==> src/design/fkpi_pkg.sv <==
package fkpi_pkg;

   localparam int KMER_LEN    = 9;
   localparam int WIN_LEN     = 4 * KMER_LEN + 1;
   localparam int CENTER_LEN  = 2 * KMER_LEN + 1;
   localparam int KMER_W      = 2 * KMER_LEN;
   localparam int PROD_W      = 2 * KMER_W;
   localparam int INDEX_W     = 35;
   localparam int SUM_W       = (PROD_W > INDEX_W + 1) ? PROD_W : INDEX_W + 1;
   localparam int SEEN_W      = $clog2(WIN_LEN);
   localparam int FULL_COUNT  = 4 * KMER_LEN;
   localparam int PAIRS       = 2;
   localparam int PAIR_OUTER  = 0;
   localparam int PAIR_INNER  = 1;
   // power of two: pointers wrap on their own
   localparam int QUEUE_DEPTH = 4;
   localparam int QPTR_W      = $clog2(QUEUE_DEPTH);
   localparam int QCNT_W      = $clog2(QUEUE_DEPTH + 1);

   typedef logic [KMER_W-1:0] kmer_type;

   typedef struct packed {
      logic [1:0] code;
      logic       is_n;
   } base_type;

   typedef struct packed {
      logic       first_of_read;
      logic [1:0] noise_base;
      logic       noise_is_n;
      logic [1:0] center_base;
      logic       center_is_n;
   } req_type;

   typedef struct packed {
      logic [INDEX_W-1:0] pattern_index;
      logic               center_class;
      logic               inner_pair;
      logic               last_of_run;
   } rsp_type;

   typedef struct packed {
      kmer_type left;
      kmer_type right;
      logic     has_n;
   } pair_src_type;

   typedef struct packed {
      logic                          valid;
      logic                          cls;
      pair_src_type [PAIRS-1:0]      pair;
   } window_out_type;

   typedef struct packed {
      logic                            cls;
      logic [PAIRS-1:0]                emit;
      logic [PAIRS-1:0][INDEX_W-1:0]   index;
   } entry_type;

   typedef struct packed {
      logic      valid;
      entry_type entry;
   } push_type;

endpackage

==> src/design/fkpi_req_if.sv <==
interface fkpi_req_if import fkpi_pkg::*; ();
   logic    valid;
   logic    ready;
   req_type beat;

   modport source (output valid, output beat, input ready);
   modport sink (input valid, input beat, output ready);
endinterface

==> src/design/fkpi_rsp_if.sv <==
interface fkpi_rsp_if import fkpi_pkg::*; ();
   logic    valid;
   logic    ready;
   rsp_type beat;

   modport source (output valid, output beat, input ready);
   modport sink (input valid, input beat, output ready);
endinterface

==> src/design/flanking_kmer_pair_indexer.sv <==
// Path: an accepted beat passes the window register, then the product register, then the queue.
// Throughput: one beat per cycle unless backpressured, one record per cycle while the sink is
// ready; the two-stage pair pipeline (window register, product register) feeds a four-entry
// queue, so a beat that yields two records holds the result port until both are taken.
// Reset: synchronous, active high; clears the base count, stage valids and the queue.
// The window is not cleared, since a read refills every slot before it is used.
module flanking_kmer_pair_indexer import fkpi_pkg::*; (
   input logic         clock,
   input logic         reset,
   fkpi_req_if.sink    req_bus,
   fkpi_rsp_if.source  rsp_bus
);

   logic           accept;
   logic           space_ok;
   logic           pair_busy;
   window_out_type window;
   push_type       push;

   assign accept        = req_bus.valid && req_bus.ready;
   assign req_bus.ready = space_ok;

   fkpi_window u_window (
      .clock  (clock),
      .reset  (reset),
      .accept (accept),
      .beat   (req_bus.beat),
      .window (window)
   );

   fkpi_pair u_pair (
      .clock  (clock),
      .reset  (reset),
      .window (window),
      .push   (push),
      .busy   (pair_busy)
   );

   fkpi_queue u_queue (
      .clock       (clock),
      .reset       (reset),
      .push        (push),
      .window_busy (window.valid),
      .pair_busy   (pair_busy),
      .space_ok    (space_ok),
      .rsp_valid   (rsp_bus.valid),
      .rsp_ready   (rsp_bus.ready),
      .rsp_beat    (rsp_bus.beat)
   );

endmodule

==> src/design/fkpi_window.sv <==
module fkpi_window import fkpi_pkg::*; (
   input  logic           clock,
   input  logic           reset,
   input  logic           accept,
   input  req_type        beat,
   output window_out_type window
);

   base_type          flank_ff [WIN_LEN];
   base_type          center_ff [CENTER_LEN];
   logic [SEEN_W-1:0] seen_ff;
   logic [SEEN_W-1:0] seen_in;
   logic [SEEN_W-1:0] seen_base;
   logic              valid_ff;
   logic              valid_in;
   logic              fire;

   always_comb begin
      seen_base = beat.first_of_read ? '0 : seen_ff;
      fire      = seen_base >= SEEN_W'(FULL_COUNT);
      seen_in   = seen_ff;
      if (accept) begin
         seen_in = fire ? seen_base : seen_base + 1'b1;
      end
      // center lands at the oldest slot after this shift
      valid_in = accept && fire && !center_ff[CENTER_LEN-2].is_n;
   end

   always_ff @(posedge clock) begin
      if (reset) begin
         seen_ff  <= '0;
         valid_ff <= 1'b0;
      end else begin
         seen_ff  <= seen_in;
         valid_ff <= valid_in;
      end
   end

   // no clear needed: a full read rewrites every slot before any use
   always_ff @(posedge clock) begin
      if (accept) begin
         flank_ff[0]  <= '{code: beat.noise_base, is_n: beat.noise_is_n};
         center_ff[0] <= '{code: beat.center_base, is_n: beat.center_is_n};
         for (int i = 1; i < WIN_LEN; i++) begin
            flank_ff[i] <= flank_ff[i-1];
         end
         for (int i = 1; i < CENTER_LEN; i++) begin
            center_ff[i] <= center_ff[i-1];
         end
      end
   end

   always_comb begin
      window       = '0;
      window.valid = valid_ff;
      window.cls   = center_ff[CENTER_LEN-1].code[0];
      for (int i = 0; i < KMER_LEN; i++) begin
         window.pair[PAIR_OUTER].left[2*i +: 2]  = flank_ff[3*KMER_LEN+1+i].code;
         window.pair[PAIR_OUTER].right[2*i +: 2] = ~flank_ff[KMER_LEN-1-i].code;
         window.pair[PAIR_INNER].left[2*i +: 2]  = flank_ff[2*KMER_LEN+1+i].code;
         window.pair[PAIR_INNER].right[2*i +: 2] = ~flank_ff[2*KMER_LEN-1-i].code;
         window.pair[PAIR_OUTER].has_n = window.pair[PAIR_OUTER].has_n
                                        | flank_ff[3*KMER_LEN+1+i].is_n
                                        | flank_ff[KMER_LEN-1-i].is_n;
         window.pair[PAIR_INNER].has_n = window.pair[PAIR_INNER].has_n
                                        | flank_ff[2*KMER_LEN+1+i].is_n
                                        | flank_ff[2*KMER_LEN-1-i].is_n;
      end
   end

endmodule

==> src/design/fkpi_pair.sv <==
module fkpi_pair import fkpi_pkg::*; (
   input  logic           clock,
   input  logic           reset,
   input  window_out_type window,
   output push_type       push,
   output logic           busy
);

   logic                valid_ff;
   logic                cls_ff;
   logic [PAIRS-1:0]    emit_ff;
   logic [PAIRS-1:0]    emit_in;
   logic [SUM_W-1:0]    prod_ff [PAIRS];
   logic [SUM_W-1:0]    prod_in [PAIRS];
   kmer_type            right_ff [PAIRS];
   kmer_type            left_m1 [PAIRS];
   logic [PROD_W-1:0]   mult [PAIRS];

   always_comb begin
      for (int p = 0; p < PAIRS; p++) begin
         left_m1[p] = window.pair[p].left - KMER_W'(1);
         mult[p]    = window.pair[p].left * left_m1[p];
         prod_in[p] = SUM_W'(mult[p]);
         emit_in[p] = !window.pair[p].has_n
                      && (window.pair[p].left > window.pair[p].right);
      end
   end

   always_ff @(posedge clock) begin
      if (reset) begin
         valid_ff <= 1'b0;
      end else begin
         valid_ff <= window.valid;
      end
   end

   always_ff @(posedge clock) begin
      cls_ff  <= window.cls;
      emit_ff <= emit_in;
      for (int p = 0; p < PAIRS; p++) begin
         prod_ff[p]  <= prod_in[p];
         right_ff[p] <= window.pair[p].right;
      end
   end

   always_comb begin
      push.valid      = valid_ff && (|emit_ff);
      push.entry.cls  = cls_ff;
      push.entry.emit = emit_ff;
      for (int p = 0; p < PAIRS; p++) begin
         push.entry.index[p] = prod_ff[p][INDEX_W:1] + INDEX_W'(right_ff[p]);
      end
   end

   assign busy = valid_ff;

endmodule

==> src/design/fkpi_queue.sv <==
module fkpi_queue import fkpi_pkg::*; (
   input  logic     clock,
   input  logic     reset,
   input  push_type push,
   input  logic     window_busy,
   input  logic     pair_busy,
   output logic     space_ok,
   output logic     rsp_valid,
   input  logic     rsp_ready,
   output rsp_type  rsp_beat
);

   entry_type         mem_ff [QUEUE_DEPTH];
   entry_type         head;
   logic [QPTR_W-1:0] wr_ptr_ff;
   logic [QPTR_W-1:0] rd_ptr_ff;
   logic [QCNT_W-1:0] count_ff;
   logic [QCNT_W-1:0] count_in;
   logic [QCNT_W:0]   occupancy;
   logic              outer_done_ff;
   logic              show_outer;
   logic              pop;
   logic              pop_last;

   always_comb begin
      occupancy = (QCNT_W+1)'(count_ff) + (QCNT_W+1)'(window_busy)
                  + (QCNT_W+1)'(pair_busy);
      space_ok  = occupancy < (QCNT_W+1)'(QUEUE_DEPTH);

      head       = mem_ff[rd_ptr_ff];
      show_outer = head.emit[PAIR_OUTER] && !outer_done_ff;
      rsp_valid  = count_ff != '0;

      rsp_beat.pattern_index = show_outer ? head.index[PAIR_OUTER] : head.index[PAIR_INNER];
      rsp_beat.center_class  = head.cls;
      rsp_beat.inner_pair    = !show_outer;
      rsp_beat.last_of_run   = !show_outer || !head.emit[PAIR_INNER];

      pop      = rsp_valid && rsp_ready;
      pop_last = pop && rsp_beat.last_of_run;

      count_in = count_ff;
      if (push.valid && !pop_last) begin
         count_in = count_ff + 1'b1;
      end else if (!push.valid && pop_last) begin
         count_in = count_ff - 1'b1;
      end
   end

   always_ff @(posedge clock) begin
      if (reset) begin
         wr_ptr_ff     <= '0;
         rd_ptr_ff     <= '0;
         count_ff      <= '0;
         outer_done_ff <= 1'b0;
      end else begin
         count_ff <= count_in;
         if (push.valid) begin
            wr_ptr_ff <= wr_ptr_ff + 1'b1;
         end
         if (pop_last) begin
            rd_ptr_ff     <= rd_ptr_ff + 1'b1;
            outer_done_ff <= 1'b0;
         end else if (pop) begin
            outer_done_ff <= 1'b1;
         end
      end
   end

   always_ff @(posedge clock) begin
      if (push.valid) begin
         mem_ff[wr_ptr_ff] <= push.entry;
      end
   end

endmodule

==> src/flat_wrapper.sv <==
// flat-port wrapper written by rule: the top's interface ports become plain ports
module flanking_kmer_pair_indexer_flat import fkpi_pkg::*;
  (clock, reset, req_bus_valid, req_bus_beat, req_bus_ready, rsp_bus_valid, rsp_bus_beat, rsp_bus_ready);
  fkpi_req_if req_bus_i ();
  fkpi_rsp_if rsp_bus_i ();
  input logic clock;
  input logic reset;
  input wire logic [$bits(req_bus_i.valid)-1:0] req_bus_valid;
  input wire logic [$bits(req_bus_i.beat)-1:0] req_bus_beat;
  output wire logic [$bits(req_bus_i.ready)-1:0] req_bus_ready;
  output wire logic [$bits(rsp_bus_i.valid)-1:0] rsp_bus_valid;
  output wire logic [$bits(rsp_bus_i.beat)-1:0] rsp_bus_beat;
  input wire logic [$bits(rsp_bus_i.ready)-1:0] rsp_bus_ready;
  assign req_bus_i.valid = req_bus_valid;
  assign req_bus_i.beat = req_bus_beat;
  assign req_bus_ready = req_bus_i.ready;
  assign rsp_bus_valid = rsp_bus_i.valid;
  assign rsp_bus_beat = rsp_bus_i.beat;
  assign rsp_bus_i.ready = rsp_bus_ready;
  flanking_kmer_pair_indexer u_core (.clock(clock), .reset(reset), .req_bus(req_bus_i), .rsp_bus(rsp_bus_i));
endmodule
==> config.mk <==
export PLATFORM = sky130hd
export DESIGN_NAME = flanking_kmer_pair_indexer_flat
export DESIGN_NICKNAME = d
export VERILOG_FILES = /design/src/design/fkpi_pkg.sv /design/src/design/fkpi_req_if.sv /design/src/design/fkpi_rsp_if.sv /design/src/design/flanking_kmer_pair_indexer.sv /design/src/design/fkpi_window.sv /design/src/design/fkpi_pair.sv /design/src/design/fkpi_queue.sv /design/src/flat_wrapper.sv
export SDC_FILE = /design/constraint.sdc
export NUM_CORES = 2
export LEC_CHECK = 0
export ABC_CLOCK_PERIOD_IN_PS = 9000
export BUFFER_PORTS_ARGS = -buffer_cell sky130_fd_sc_hd__buf_2
export CAP_MARGIN = 15
export CORE_MARGIN = 2
export CORE_UTILIZATION = 35
export CTS_CLUSTER_SIZE = 16
export DETAILED_ROUTE_END_ITERATION = 10
export HOLD_SLACK_MARGIN = 0.02
export MAX_ROUTING_LAYER = met4
export PLACE_DENSITY = 0.51
export REMOVE_ABC_BUFFERS = 1
export SKIP_LAST_GASP = 1
export SLEW_MARGIN = 15
export SYNTH_ARGS = -nofsm -noshare
export SYNTH_HDL_FRONTEND = slang
export SYNTH_SLANG_ARGS = --single-unit
export TNS_END_PERCENT = 1
==> constraint.sdc <==
create_clock -name clock -period 9 [get_ports clock]
set_input_delay 1.8 -clock clock [delete_from_list [all_inputs] [get_ports clock]]
set_output_delay 1.8 -clock clock [all_outputs]
set_load 0.01 [all_outputs]
==> flow_metrics.tcl <==
set metrics [dict create \
    outcome "complete, no violations" \
    drv_cap 0 \
    num_vias 26800 \
    async_flop_share_pct 0 \
    cts_made_buffers 60 \
    avgSynthCellArea_um2 11.6 \
    grt_overflow 0 \
    port_buffers 49 \
    core_area_um2 126000 \
    synth_ff_type "edfxtp_1" \
    path_max_fanout 10 \
    die_h_um 360 \
    avgRoutedWirePerCell_um 19.1 \
    viasPerCell 4.78 \
    ios 51 \
    yosysTopAreaCell "edfxtp_1" \
    nets 4763 \
    drive_gt1_share_pct 9.45 \
    grt_use_total_pct 17.2 \
    multi_input_area_um2 25200 \
    skew_ns 0.0651 \
    synth_top_cell_area_share_pct 29.8 \
    netlist_instances 3829 \
    grt_pass1_vias 28600 \
    setup_viol 0 \
    drtAntennaViolNets 0 \
    drc 0 \
    crit_path_start "u_core.u_window.flank_ff[2][13]" \
    drv_slew 0 \
    reg2reg_slack_ns 0.50 \
    period_minus_slack_ns 8.50 \
    ys_seq_elements 567 \
    max_slew.worst_pin.slew_ns 1.14 \
    yosysUniqueCellTypes 79 \
    regArea_um2 15800 \
    h-tree-depth 2 \
    critical_path_arrival_ns 8.99 \
    slew_headroom_pct 24.2 \
    yosysMostFrequentCell "inv_1" \
    ys_warn_count 0 \
    rows 130 \
    antenna_found_initial 4 \
    gp_congestion 0.813 \
    cts_buffer_depth 3 \
    ctsHoldBuffers 0 \
    clk_latency_ns 0.64 \
    cts-root-buf "clkbuf_16" \
    netlist_top_cells_count "794 x inv_1, 515 x fa_1, 440 x edfxtp_1" \
    rsz0062_at_grt "false" \
    period_share_pct 94.4 \
    yosys-top-cells-area "edfxtp_1 30%, fa_1 23%, ha_1 9.5%, inv_1 6.7%, dfxtp_1 5.7%" \
    synth_edf_count 440 \
    start_util_pct 35.3 \
    area_growth_pct 10.3 \
    drt-pass1-iter-count 5 \
    drtIter0Drc 1380 \
    dp_hpwl_um 79700 \
    path_class "reg2reg" \
    die_w_um 360 \
    grt_pass1_wl_um 169000 \
    clock_sinks 567 \
    cts_setup_buffers 0 \
    grt_max_degree 77 \
    ys_seq_area_share_pct 35.5 \
    drt_wl_total_um 107000 \
    fmax_mhz 118 \
    hold_start "u_core.u_window.center_ff[18][1]" \
    start_kind "flop" \
    end_kind "flop" \
    syn_area_um2 44300 \
    cts-resized-gates 0 \
    setup-tns-final_ns 0 \
    hp-class "reg2reg" \
    worstPathRequired_ns 9.49 \
    clk_pin_slew_ns 0.06 \
    fillCellCount 12200 \
    cts_tree "done" \
    dieArea_um2 130000 \
    r2r_start "u_core.u_window.flank_ff[2][13]" \
    hold_viol_final 0 \
]
## through the flow
| step | std cells | hold WS, ns | utilization [%] | area [um^2] | setup WS [ns] |
|---|---|---|---|---|---|
| after floorplan | 3713 | 0.323 | - | 43900 | 0.788 |
| after CTS | 5599 | 0.347 | 38.9 | 48900 | 0.582 |
| after global routing | 5599 | 0.352 | 38.9 | 48900 | 0.126 |
| after detailed placement | 5487 | 0.332 | 37.2 | 46800 | 0.696 |
| final | 5602 | 0.344 | 38.9 | 48900 | 0.502 |
| after global placement | 5487 | 0.332 | 37.2 | 46800 | 0.699 |
## sequential cells by signal, summed over array words and instances (netlist names), named ones only
signal                        cells
u_core.u_pair.busy                1
u_core.u_pair.cls_ff              1
u_core.u_pair.emit_ff             2
u_core.u_pair.prod_ff            70
u_core.u_pair.right_ff           36
u_core.u_queue.count_ff           3
u_core.u_queue.mem_ff           292
u_core.u_queue.outer_done_ff      1
u_core.u_queue.rd_ptr_ff          2
u_core.u_queue.wr_ptr_ff          2
u_core.u_window.center_ff        37
u_core.u_window.flank_ff        111
u_core.u_window.seen_ff           6
u_core.u_window.valid_ff          1
## kinds of logic after synthesis
group	count (synthesis)	synth area share [%]
and+or+nand+nor	966	12.3
DFF	567	35.5
AOI/OAI and AO/OA	298	4.54
adders and majority gates	853	32.8
xor gates and xnor gates	122	2.41
muxes	110	4.64
buffers and inverters	913	7.80
## critical path, cell delays in order (launching register included)
cell      delay, ns
edfxtp_1       0.41
or3_1          0.42
nor3_1         0.33
nand3b_1       0.37
nor2_1         0.20
nand2_1        0.16
or3_1          0.34
ha_1           0.46
nand2b_1       0.25
fa_1           0.51
fa_1           0.51
inv_1          0.05
fa_1           0.47
fa_1           0.42
fa_1           0.52
inv_1          0.05
fa_1           0.52
inv_1          0.05
ha_1           0.35
and3_1         0.19
nand2b_1       0.12
a211oi_1       0.07
buf_4          0.17
o31ai_1        0.52
a21oi_1        0.16
o21ai_1        0.37
a211oi_1       0.15
a211oi_1       0.20
## cell type report
cell class                      count  area share (%)
Multi-Input combinational cell   2349            51.4
Sequential cell                   567            32.2
Antenna cell                        3          0.0153
Clock inverter                     45            1.17
Tap cell                         1650            4.22
Clock buffer                       67            3.20
Timing Repair Buffer              124            1.65
Inverter                          797            6.12
## cells in the final DEF, fill, tap and decap left out, types with 9 or more instances in the layout
cell type  count
nor4_1        14
a21o_1        40
nand3_1       37
clkbuf_16     60
nand2b_1     375
nor2_1       124
a31oi_1        9
a211oi_1      13
dfxtp_1      125
mux4_2        73
nand4_1       20
nor2b_1      174
o31ai_1       13
clkinv_1       9
edfxtp_1     440
mux2_2        35
o21ai_0       42
bufinv_16     11
nor3_1        27
clkinv_2      10
o21a_1        13
buf_4         75
ha_1         338
or3_1         20
fa_1         515
nand2_1      101
and3_1        19
inv_1        793
a21oi_1       91
xnor2_1       99
xor2_1        23
o21bai_1      10
buf_2         49
and2_1        16
## final timing paths
check | end | cells after the start
worst max-delay path | u_core.u_pair.prod_ff[0][71] | 27
worst min-delay path | u_core.u_pair.cls_ff | 0
worst max register to register | u_core.u_pair.prod_ff[0][71] | 27
worst min register to register | u_core.u_pair.cls_ff | 0
## metal layers
layer  track usage [%]  share of wire (%)  vias to the layer above
met5                 -                  0                        -
met4              2.65                1.3                        0
met3              1.47                3.1                       88
met2              27.9                 48                      392
met1              24.1                 48                    13800
li1                  -                  -                    12500
Power is not shown: default switching activity piles up to over one toggle a cycle in this logic, so the estimate is an artifact.
